--- config.mk ---
export PLATFORM = sky130hd
export DESIGN_NAME = direct_mapped_writeback_cache_tags_unit_flat
export DESIGN_NICKNAME = d
export VERILOG_FILES = /design/src/rtl/core/dmwbc_pkg.sv /design/src/rtl/core/dmwbc_chan_if.sv /design/src/rtl/core/direct_mapped_writeback_cache_tags_unit.sv /design/src/flat_wrapper.sv
export VERILOG_INCLUDE_DIRS = /design/src /design/src/rtl/core
export SDC_FILE = /design/constraint.sdc
export NUM_CORES = 2
export LEC_CHECK = 0
export ABC_CLOCK_PERIOD_IN_PS = 17800
export BUFFER_PORTS_ARGS = -buffer_cell sky130_fd_sc_hd__buf_2
export CAP_MARGIN = 25
export CELL_PAD_IN_SITES_DETAIL_PLACEMENT = 0
export CELL_PAD_IN_SITES_GLOBAL_PLACEMENT = 2
export CORE_UTILIZATION = 51
export CTS_BUF_LIST = sky130_fd_sc_hd__clkbuf_2
export CTS_CLUSTER_DIAMETER = 100
export DETAILED_ROUTE_END_ITERATION = 10
export PLACE_DENSITY_LB_ADDON = 0.1
export SYNTH_ARGS = -nofsm -noshare
export SYNTH_HDL_FRONTEND = slang
export SYNTH_SLANG_ARGS = --single-unit
--- constraint.sdc ---
create_clock -name i_clk -period 17.8 [get_ports i_clk]
set_clock_uncertainty 0.2 [all_clocks]
set_input_delay 2.67 -clock i_clk [delete_from_list [all_inputs] [get_ports i_clk]]
set_output_delay 2.67 -clock i_clk [all_outputs]
set_load 0.01 [all_outputs]
--- src/rtl/core/direct_mapped_writeback_cache_tags_unit_macros.svh ---
// ----------------------------------------------------------------------------
// Assertion macros for the cache tag unit
// Each macro checks a property on the rising clock edge, outside reset.
// ----------------------------------------------------------------------------
`ifndef DIRECT_MAPPED_WRITEBACK_CACHE_TAGS_UNIT_MACROS_SVH
`define DIRECT_MAPPED_WRITEBACK_CACHE_TAGS_UNIT_MACROS_SVH

// The consequent must hold in the same cycle as the antecedent.
`define DMWBC_ASSERT_NOW(label, ante, cons, msg) \
    label: assert property (@(posedge i_clk) disable iff (!i_rst_n) \
        (ante) |-> (cons)) else $error(msg);

// The consequent must hold in the cycle after the antecedent.
`define DMWBC_ASSERT_NEXT(label, ante, cons, msg) \
    label: assert property (@(posedge i_clk) disable iff (!i_rst_n) \
        (ante) |=> (cons)) else $error(msg);

`endif

--- src/rtl/core/dmwbc_pkg.sv ---
// ----------------------------------------------------------------------------
// dmwbc_pkg
// Types and constants shared by the cache tag unit and its channels.
// ----------------------------------------------------------------------------
package dmwbc_pkg;

    localparam int ADDR_BITS           = 16;
    localparam int DEF_MAX_LINES       = 256;
    localparam int MAX_BLOCK_WORDS     = 32;
    localparam int CNT_W               = 32;

    // Smallest split takes one offset bit and one index bit.
    localparam int TAG_W               = ADDR_BITS - 2;

    // Largest usable words_log2 value.
    localparam int WORD_BITS           = $clog2(MAX_BLOCK_WORDS + 1) - 1;

    localparam int CFG_IDX_W           = 1;
    localparam int CFG_DATA_W          = 8;

    localparam logic [CFG_IDX_W-1:0] REG_BLOCKS_LOG2 = 1'b0;
    localparam logic [CFG_IDX_W-1:0] REG_WORDS_LOG2  = 1'b1;

    localparam logic [3:0] RST_BLOCKS_LOG2 = 4'd8;
    localparam logic [2:0] RST_WORDS_LOG2  = 3'd2;

    localparam logic ACT_READ  = 1'b0;
    localparam logic ACT_WRITE = 1'b1;

    typedef struct packed {
        logic                 action;
        logic [ADDR_BITS-1:0] word_address;
    } t_req;

    typedef struct packed {
        logic             hit;
        logic             wrote_back;
        logic [CNT_W-1:0] cpu_reads;
        logic [CNT_W-1:0] cpu_writes;
        logic [CNT_W-1:0] mem_words_read;
        logic [CNT_W-1:0] mem_words_written;
        logic [CNT_W-1:0] read_hits;
        logic [CNT_W-1:0] read_misses;
        logic [CNT_W-1:0] write_hits;
        logic [CNT_W-1:0] write_misses;
    } t_rsp;

    typedef struct packed {
        logic [CFG_IDX_W-1:0]  index;
        logic [CFG_DATA_W-1:0] data;
    } t_cfg_beat;

    typedef struct packed {
        logic             valid;
        logic             dirty;
        logic [TAG_W-1:0] tag;
    } t_line;

endpackage

--- src/rtl/core/dmwbc_chan_if.sv ---
// ----------------------------------------------------------------------------
// dmwbc_chan_if
// Valid/ready channel carrying one payload beat per handshake.
// ----------------------------------------------------------------------------
interface dmwbc_chan_if #(
    parameter type t_payload = logic
) ();

    logic     valid;
    logic     ready;
    t_payload payload;

    modport source (output valid, output payload, input ready);
    modport sink   (input valid, input payload, output ready);

endinterface

--- src/rtl/core/direct_mapped_writeback_cache_tags_unit.sv ---
// ----------------------------------------------------------------------------
// direct_mapped_writeback_cache_tags_unit
// Tag and state controller of a direct-mapped, write-back, write-allocate
// cache, with saturating access and traffic counters.
// ----------------------------------------------------------------------------
//
//   Channel  Dir  Payload                                 Beat
//   i_cfg    in   index, data                             register write
//   i_req    in   action, word_address                    one CPU access
//   o_rsp    out  hit, wrote_back, eight counters         one access result
//
// An access reads the tag memory in the cycle the beat is taken; the line
// is checked, updated and written back in state S_LOOK, which follows it.
// After reset a clearing pass zeroes all 2**floor(log2(MAX_LINES)) lines
// (256 by default) of the tag memory; no access is taken during it.
// A result waiting on o_rsp holds the update of the next access back until it
// is taken. Configuration beats are taken in every cycle.
// ----------------------------------------------------------------------------
module direct_mapped_writeback_cache_tags_unit #(
    parameter int MAX_LINES = dmwbc_pkg::DEF_MAX_LINES
) (
    input  logic              i_clk,
    input  logic              i_rst_n,
    dmwbc_chan_if.sink        i_cfg,
    dmwbc_chan_if.sink        i_req,
    dmwbc_chan_if.source      o_rsp
);

    import dmwbc_pkg::*;

    `include "direct_mapped_writeback_cache_tags_unit_macros.svh"

    localparam int         LINE_BITS = $clog2(MAX_LINES + 1) - 1;
    localparam int         LINES     = 1 << LINE_BITS;
    localparam logic [3:0] LINE_TOP  = 4'(LINE_BITS);
    localparam logic [3:0] WORD_TOP  = 4'(WORD_BITS);

    localparam logic [1:0] S_CLEAR = 2'd0;
    localparam logic [1:0] S_IDLE  = 2'd1;
    localparam logic [1:0] S_LOOK  = 2'd2;

    logic [1:0]           r_state;
    logic [1:0]           n_state;
    logic [LINE_BITS-1:0] r_clr_idx;

    logic [3:0]           r_blocks_log2;
    logic [2:0]           r_words_log2;

    t_line                r_line_mem [LINES];
    t_line                r_rdata;

    logic                 r_action;
    logic [LINE_BITS-1:0] r_idx;
    logic [TAG_W-1:0]     r_tag;
    logic [3:0]           r_wb;

    logic                 r_out_valid;
    logic                 r_hit;
    logic                 r_wrote_back;
    logic [CNT_W-1:0]     r_cpu_reads;
    logic [CNT_W-1:0]     r_cpu_writes;
    logic [CNT_W-1:0]     r_mem_words_read;
    logic [CNT_W-1:0]     r_mem_words_written;
    logic [CNT_W-1:0]     r_read_hits;
    logic [CNT_W-1:0]     r_read_misses;
    logic [CNT_W-1:0]     r_write_hits;
    logic [CNT_W-1:0]     r_write_misses;

    logic                 req_acc;
    logic                 look_done;
    logic [3:0]           ib;
    logic [3:0]           wb;
    logic [ADDR_BITS-1:0] idx_full;
    logic [ADDR_BITS-1:0] tag_full;
    logic [4:0]           tag_sh;
    logic                 hit;
    logic                 victim;
    logic [CNT_W-1:0]     block_words;
    logic                 mem_we;
    logic [LINE_BITS-1:0] mem_waddr;
    t_line                mem_wdata;

    function automatic logic [CNT_W-1:0] sat_add(
        input logic [CNT_W-1:0] a,
        input logic [CNT_W-1:0] n
    );
        logic [CNT_W:0] s;
        s = {1'b0, a} + {1'b0, n};
        return s[CNT_W] ? {CNT_W{1'b1}} : s[CNT_W-1:0];
    endfunction

    assign i_cfg.ready = 1'b1;
    assign i_req.ready = (r_state == S_IDLE);
    assign req_acc     = i_req.valid && (r_state == S_IDLE);
    assign look_done   = (r_state == S_LOOK) && (!r_out_valid || o_rsp.ready);

    // Out-of-range sizes are pulled into the usable range at use.
    always_comb begin
        if (r_blocks_log2 == 4'd0) begin
            ib = 4'd1;
        end else if (r_blocks_log2 > LINE_TOP) begin
            ib = LINE_TOP;
        end else begin
            ib = r_blocks_log2;
        end
        if (r_words_log2 == 3'd0) begin
            wb = 4'd1;
        end else if ({1'b0, r_words_log2} > WORD_TOP) begin
            wb = WORD_TOP;
        end else begin
            wb = {1'b0, r_words_log2};
        end
    end

    assign idx_full = (i_req.payload.word_address >> wb)
                      & ~({ADDR_BITS{1'b1}} << ib);
    assign tag_sh   = {1'b0, wb} + {1'b0, ib};
    assign tag_full = i_req.payload.word_address >> tag_sh;

    assign hit         = r_rdata.valid && (r_rdata.tag == r_tag);
    assign victim      = r_rdata.valid && r_rdata.dirty && !hit;
    assign block_words = CNT_W'(1) << r_wb;

    always_comb begin
        mem_we    = 1'b0;
        mem_waddr = r_idx;
        mem_wdata = r_rdata;
        if (r_state == S_CLEAR) begin
            mem_we    = 1'b1;
            mem_waddr = r_clr_idx;
            mem_wdata = '0;
        end else if (look_done) begin
            mem_we          = 1'b1;
            mem_wdata.valid = 1'b1;
            if (hit) begin
                mem_wdata.dirty = r_rdata.dirty || (r_action == ACT_WRITE);
                mem_wdata.tag   = r_rdata.tag;
            end else begin
                mem_wdata.dirty = (r_action == ACT_WRITE);
                mem_wdata.tag   = r_tag;
            end
        end
    end

    always_ff @(posedge i_clk) begin
        if (mem_we) begin
            r_line_mem[mem_waddr] <= mem_wdata;
        end
        if (req_acc) begin
            r_rdata <= r_line_mem[idx_full[LINE_BITS-1:0]];
        end
    end

    always_comb begin
        n_state = r_state;
        unique case (r_state)
            S_CLEAR: begin
                if (r_clr_idx == {LINE_BITS{1'b1}}) begin
                    n_state = S_IDLE;
                end
            end
            S_IDLE: begin
                if (req_acc) begin
                    n_state = S_LOOK;
                end
            end
            S_LOOK: begin
                if (look_done) begin
                    n_state = S_IDLE;
                end
            end
            default: n_state = S_CLEAR;
        endcase
    end

    always_ff @(posedge i_clk) begin
        if (!i_rst_n) begin
            r_state       <= S_CLEAR;
            r_clr_idx     <= '0;
            r_blocks_log2 <= RST_BLOCKS_LOG2;
            r_words_log2  <= RST_WORDS_LOG2;
        end else begin
            r_state <= n_state;
            if (r_state == S_CLEAR) begin
                r_clr_idx <= r_clr_idx + 1'b1;
            end
            if (i_cfg.valid) begin
                unique case (i_cfg.payload.index)
                    REG_BLOCKS_LOG2: r_blocks_log2 <= i_cfg.payload.data[3:0];
                    REG_WORDS_LOG2:  r_words_log2  <= i_cfg.payload.data[2:0];
                    default: ;
                endcase
            end
        end
    end

    // Split of the accepted address, held for the update cycle.
    always_ff @(posedge i_clk) begin
        if (req_acc) begin
            r_action <= i_req.payload.action;
            r_idx    <= idx_full[LINE_BITS-1:0];
            r_tag    <= tag_full[TAG_W-1:0];
            r_wb     <= wb;
        end
    end

    always_ff @(posedge i_clk) begin
        if (!i_rst_n) begin
            r_out_valid         <= 1'b0;
            r_hit               <= 1'b0;
            r_wrote_back        <= 1'b0;
            r_cpu_reads         <= '0;
            r_cpu_writes        <= '0;
            r_mem_words_read    <= '0;
            r_mem_words_written <= '0;
            r_read_hits         <= '0;
            r_read_misses       <= '0;
            r_write_hits        <= '0;
            r_write_misses      <= '0;
        end else if (look_done) begin
            r_out_valid  <= 1'b1;
            r_hit        <= hit;
            r_wrote_back <= victim;
            if (r_action == ACT_WRITE) begin
                r_cpu_writes <= sat_add(r_cpu_writes, CNT_W'(1));
                if (hit) begin
                    r_write_hits <= sat_add(r_write_hits, CNT_W'(1));
                end else begin
                    r_write_misses <= sat_add(r_write_misses, CNT_W'(1));
                end
            end else begin
                r_cpu_reads <= sat_add(r_cpu_reads, CNT_W'(1));
                if (hit) begin
                    r_read_hits <= sat_add(r_read_hits, CNT_W'(1));
                end else begin
                    r_read_misses <= sat_add(r_read_misses, CNT_W'(1));
                end
            end
            if (!hit) begin
                r_mem_words_read <= sat_add(r_mem_words_read, block_words);
            end
            if (victim) begin
                r_mem_words_written <= sat_add(r_mem_words_written, block_words);
            end
        end else if (o_rsp.ready) begin
            r_out_valid <= 1'b0;
        end
    end

    // The counters only move when a result is loaded, so they serve directly
    // as the payload of the waiting result.
    always_comb begin
        o_rsp.valid                     = r_out_valid;
        o_rsp.payload.hit               = r_hit;
        o_rsp.payload.wrote_back        = r_wrote_back;
        o_rsp.payload.cpu_reads         = r_cpu_reads;
        o_rsp.payload.cpu_writes        = r_cpu_writes;
        o_rsp.payload.mem_words_read    = r_mem_words_read;
        o_rsp.payload.mem_words_written = r_mem_words_written;
        o_rsp.payload.read_hits         = r_read_hits;
        o_rsp.payload.read_misses       = r_read_misses;
        o_rsp.payload.write_hits        = r_write_hits;
        o_rsp.payload.write_misses      = r_write_misses;
    end

    `DMWBC_ASSERT_NOW(a_hit_no_writeback, r_out_valid, !(r_hit && r_wrote_back), "hit with write-back")
    `DMWBC_ASSERT_NEXT(a_accept_to_look, req_acc, r_state == S_LOOK, "accepted access not looked up")
    `DMWBC_ASSERT_NEXT(a_done_loads_result, look_done, r_out_valid, "finished access gave no result")
    `DMWBC_ASSERT_NEXT(a_stall_holds_counts, r_out_valid && !o_rsp.ready, $stable(r_cpu_reads) && $stable(r_cpu_writes) && $stable(r_mem_words_read), "counters moved under a stalled result")

endmodule

--- src/flat_wrapper.sv ---
// flat-port wrapper written by rule: the top's interface ports become plain ports
module direct_mapped_writeback_cache_tags_unit_flat import dmwbc_pkg::*;
#(
    parameter int MAX_LINES = dmwbc_pkg::DEF_MAX_LINES
)
  (i_clk, i_rst_n, i_cfg_valid, i_cfg_payload, i_cfg_ready, i_req_valid, i_req_payload, i_req_ready, o_rsp_valid, o_rsp_payload, o_rsp_ready);
  dmwbc_chan_if #(.t_payload(t_cfg_beat)) i_cfg_i ();
  dmwbc_chan_if #(.t_payload(t_req)) i_req_i ();
  dmwbc_chan_if #(.t_payload(t_rsp)) o_rsp_i ();
  input  logic i_clk;
  input  logic i_rst_n;
  input wire logic [$bits(i_cfg_i.valid)-1:0] i_cfg_valid;
  input wire logic [$bits(i_cfg_i.payload)-1:0] i_cfg_payload;
  output wire logic [$bits(i_cfg_i.ready)-1:0] i_cfg_ready;
  input wire logic [$bits(i_req_i.valid)-1:0] i_req_valid;
  input wire logic [$bits(i_req_i.payload)-1:0] i_req_payload;
  output wire logic [$bits(i_req_i.ready)-1:0] i_req_ready;
  output wire logic [$bits(o_rsp_i.valid)-1:0] o_rsp_valid;
  output wire logic [$bits(o_rsp_i.payload)-1:0] o_rsp_payload;
  input wire logic [$bits(o_rsp_i.ready)-1:0] o_rsp_ready;
  assign i_cfg_i.valid = i_cfg_valid;
  assign i_cfg_i.payload = i_cfg_payload;
  assign i_cfg_ready = i_cfg_i.ready;
  assign i_req_i.valid = i_req_valid;
  assign i_req_i.payload = i_req_payload;
  assign i_req_ready = i_req_i.ready;
  assign o_rsp_valid = o_rsp_i.valid;
  assign o_rsp_payload = o_rsp_i.payload;
  assign o_rsp_i.ready = o_rsp_ready;
  direct_mapped_writeback_cache_tags_unit #(.MAX_LINES(MAX_LINES)) u_core (.i_clk(i_clk), .i_rst_n(i_rst_n), .i_cfg(i_cfg_i), .i_req(i_req_i), .o_rsp(o_rsp_i));
endmodule
* Word level (Yosys, flattened, before mapping)
Memory sizes are Yosys's and may differ from the RTL's. A register that Yosys moved wholly into a read port is not among the register bits.
Cells that the tools add are included.
** Cells by class
- Add/sub/neg operators :: 10
- $lt $le $gt $ge :: 2
- Equality and inequality tests :: 7
- Shifts and indexed selects :: 4
- Mux-type cells :: 26
- Bitwise logic cells :: 5
- Reductions and logical operators :: 24
** Operators by type and width (count)
- two-way mux 32 bit :: 8
- adder 32 x 1 -> 33 bit (second input constant) :: 6
- adder 32 x 32 -> 33 bit :: 2
- two-way mux 16 bit :: 2
- left shift 1 x 4 -> 32 bit (first input constant) :: 1
- left shift 16 x 4 -> 8 bit (first input constant) :: 1
- right shift 16 x 4 -> 8 bit :: 1
- right shift 16 x 5 -> 14 bit :: 1
- two-way mux 15 bit :: 1
- AND reduction 3 bit :: 5
- equality test 14 bit :: 1
- two-way mux 4 bit :: 3
- AND reduction 2 bit :: 6
- adder 8 x 1 -> 8 bit (second input constant) :: 1
- bitwise AND 8 bit :: 1
- equality test 8 bit (second input constant) :: 1
- two-way mux 8 bit :: 1
- NOT 8 bit :: 1
- two-way mux 1 bit :: 6
- two-way mux 2 bit :: 3
- one-hot mux 2 bit (3 select lines) :: 1
- adder 4 x 4 -> 5 bit :: 1
- logical AND 1 bit :: 5
- greater-than comparator 4 bit (second input constant) :: 1
- other kinds (13) :: 18
** Storage, ports and cells
- Register bits :: 303
- Bits in writable memories :: 4096
- Input bits :: 31
- Output and inout port bits :: 261
- Memories :: 1
** Memory list
- u_core.r_line_mem :: words 256, bits a word 16, rd ports 1, clocked after Yosys merged registers in 1, write ports 1, line direct_mapped_writeback_cache_tags_unit.sv:49 : t_line r_line_mem [LINES];

* Depth between registers and ports, before layout
- Depth after elaboration :: 7
- Gate-level depth with buffers :: 18
- Mapped depth without buffers :: 14

* Worst setup path before layout
Ideal clock, no wire load.
- Kind :: input -> register
- Start point :: in o_rsp_ready
- End point :: mem u_core.r_line_mem[0][10] (netlist name) (data pin)
- Arrival :: 9.909 ns
- Data required time :: 16.210 ns
- Slack :: 6.300 ns
- Stages :: 7
- Buffers on the path :: 2
- Cells stage by stage :: nand2b_1 nor2b_1 buf_2 nand2_1 clkbuf_1 mux2i_1 nor2_1
** RTL lines
- start, declared :: line flat_wrapper.sv:20 : input wire logic [$bits(o_rsp_i.ready)-1:0] o_rsp_ready;
- end, declared :: line direct_mapped_writeback_cache_tags_unit.sv:49

* Worst setup path in the final report
- Start point :: reg u_core.r_words_log2[0]
- End point :: reg u_core.r_rdata[0] (netlist name)
** Between the ends
- Longest elaborated chain between the ends :: 5
** Ends and longest elaborated chain
- start, declared :: line direct_mapped_writeback_cache_tags_unit.sv:47 : logic [2:0] r_words_log2;
- start signal, assigned :: line direct_mapped_writeback_cache_tags_unit.sv:190 : REG_WORDS_LOG2: r_words_log2 <= i_cfg.payload.data[2:0];
- greater-than comparator 3 bit :: line direct_mapped_writeback_cache_tags_unit.sv:108 : end else if ({1'b0, r_words_log2} > WORD_TOP) begin
- two-way mux 3 bit :: line direct_mapped_writeback_cache_tags_unit.sv:108
- two-way mux 4 bit * :: line direct_mapped_writeback_cache_tags_unit.sv:106 : if (r_words_log2 == 3'd0) begin
- right shift 16 x 4 -> 8 bit * :: line direct_mapped_writeback_cache_tags_unit.sv:115 : assign idx_full = (i_req.payload.word_address >> wb)
- bitwise AND 8 bit * :: line direct_mapped_writeback_cache_tags_unit.sv:116 : & ~({ADDR_BITS{1'b1}} << ib);
Every way passes the cells marked *; elsewhere a longest branch is shown, timed or not.
A chain may end at the register's enable or synchronous reset.

==> metrics <==
outcome complete, no violations; Die ar. 0.348 mm2; die height 590 um; Ports 292; CTS Root Cell clkbuf_2; vias post-DR 119000; Pre-Repair DR Iteration Count 6; 1st-iter DRT viols 15200; sum of negative setup slack 0 ns; CP endpoint kind flip-flop; DRC errors left 0; met1 WL 232000 um; Hold Path Class reg -> reg; Setup WS pre-CTS 7.91 ns; GP Congestion 0.910; asr flop ratio synth 0; Max H-tree Level 7; Cell Rows 215; Clock Tree Buf Depth 5; LEAKAGE 69.0 nW; drt via density 6.16; unrepaired setup endpoints after global routing no; power density over cell area 105 mW/mm2; Hold Buf Count CTS 0; Worst setup SP type flip-flop; leading area contributor after synthesis edfxtp_1; worst IR drop on VDD 0.0667 mV; most common cell in the netlist edfxtp_1; Peak Freq 121 MHz; max-cap viol count 0; Worst path max stage delay 1.07 ns; Crit Path Max Fanout 101; highest routed layer met5; post-CTS sizing 0; max-slew violations 0; hpwl dp 343000 um; synthesized area 0.176 mm2; Rel. slew slack 0.0891; clock-pin slew on the worst setup and hold paths 0.10 ns; Worst R2R Setup Slack 9.52 ns; WS Path Type reg -> reg; period utilization 0.465; Slowest-stage cell, CP nor4_1; CP Data Arrival Time 9.95 ns; register area share after synthesis 0.737; postcts setup bufs 0; Nets 14000; DR WL/cell 30.0 um; Most common cell on crit path buf_4; placed instance area 0.185 mm2; Synth top area share 0.706; Num CTS Buffers 1198; crit path buf inv count 5; metal3 WL 62100 um; min Tclk post-route 8.28 ns; hold slack final 0.281 ns; setup ws final 9.52 ns; yosys warns 0; CTS sink count 4414; post-route ant nets 0; Overflow after GRT 0; Layout area overhead 10.8%; Worst Path Required 19.47 ns; Setup violations, final 0; vias in the first global route 113000; Total GRT Usage 0.329; Top delay family on crit path buffers and inverters; Tightest Pin Transition 1.37 ns; Clock Latency Late Sink 2.34 ns; share of cells above drive strength 1 0.199; first-pass GRT wire length 809000 um; Core Region 0.343 mm2; initial antenna violation count 46; Final Hold Vio Count 0; Area contributors post-synth edfxtp_1 71%, nand2_1 5.7%, dfxtp_1 3.1%; Met2 Wirelength 261000 um; Synth Net Count 12800; Most used DFF post-synth edfxtp_1; cell total after placement 17300; Final Util 0.568; final instance area 0.195 mm2; TritonCTS clock tree built; total power 20.5 mW; synthesized instance count 12700; #FFs+latches synth 4414; IO Port Bufs 286; largest net degree at the start of global routing 186; Netlist cell types 98; Syn Area/Cell 13.9 um2; total wire length 578000 um; Post-Layout Cell Count 19300; Die Wd 590 um; Synth top cells by count 4138 x edfxtp_1, 2688 x nand2_1, 772 x nand3_1, 666 x a21oi_1, 461 x nor2_1; starting density of the core 0.513; crit-path cells mux2i_1 -> a2111oi_4 -> buf_4 -> nor2_4 -> inv_8 -> buf_12 -> buf_4 -> buf_4 -> mux2i_1 -> a22o_1 -> nor3_1 -> a22oi_1 -> nand4_1 -> nor4_1 -> nand4_1; Post-synth EDFFs 4138
-- placed cells by master (no fill, tap or decap), types with 68 or more instances in the layout --
master	n
o21ai_0	228
and3_1	285
nand2_1	2685
a221oi_1	114
buf_4	513
mux4_2	116
a21oi_1	666
nor4_1	68
a211oi_1	266
xor2_1	121
nand3_1	772
nor2_1	406
a311oi_1	153
dfxtp_1	276
xnor2_1	81
mux2i_1	290
nand4_1	115
a31oi_1	146
edfxtp_1	4138
nor3_1	80
o2111ai_1	74
clkbuf_2	1704
buf_2	294
clkinv_1	160
-- path summary, 6_finish.rpt --
path / to / start / depth (start not counted)
max reg2reg: u_core.r_rdata[0] / u_core.r_words_log2[0] / 15
min reg2reg: u_core.r_hit / u_core.r_hit / 2
max: u_core.r_rdata[0] / u_core.r_words_log2[0] / 15
min: u_core.r_hit / u_core.r_hit / 2
-- worst register-to-register path: cells and delay by family, from the launching register on --
kind                   cells  cell delay [ns]
buffers and inverters      5             2.99
DFF                        1             0.86
muxes                      2             0.62
and+or+nand+nor            5             2.07
AOI/OAI and AO/OA          3             1.22
-- state kept, by name, summed over array words and instances (netlist names), 2 cells and up --
signal	count
u_core.r_mem_words_read	32
u_core.r_read_hits	32
u_core.r_words_log2	3
u_core.r_line_mem	4096
u_core.r_mem_words_written	32
u_core.r_blocks_log2	4
u_core.r_rdata	16
u_core.r_read_misses	32
u_core.r_write_misses	32
u_core.r_wb	3
u_core.r_write_hits	32
u_core.r_idx	8
u_core.r_cpu_reads	32
u_core.r_state	2
u_core.r_cpu_writes	32
u_core.r_tag	14
u_core.r_clr_idx	8
-- kinds of logic (layout without fill, tap and decap cells) --
group | after synthesis | count (layout) | share of synthesized area
AO/OA/AOI/OAI | 2082 | 2082 | 0.0796
XOR/XNOR | 202 | 202 | 0.0100
adder cells (fa/ha/maj) | 29 | 29 | 0.00219
buffers and inverters | 874 | 2850 | 0.0222
flip-flops | 4414 | 4414 | 0.737
multiplexers | 434 | 434 | 0.0331
other | 1 | 25 | 0.0000213
AND/OR/NAND/NOR | 4665 | 4665 | 0.116
-- metal layers --
layer | GRT usage | up-vias
met2 | 0.492 | 6718
met5 | 0 | -
met1 | 0.455 | 59700
met3 | 0.0871 | 839
met4 | 0.147 | 18
li1 | - | 51300
-- cell type report --
class	count	area [um2]
inverter	60	258
multi-input combinational	7413	42900
sequential	4414	130000
tap	4557	5700
timing repair buffer	867	6450
clock inverter	219	1370
antenna	24	60.1
clock buffer	1704	8530
fill	28500	148000
-- power by group --
part	switching, mW	internal, mW
registers	0.00718	11.2
clock network	4.06	2.81
logic	1.79	0.659
total	5.86	14.6
Note: power is estimated with default switching activity, not from simulation.
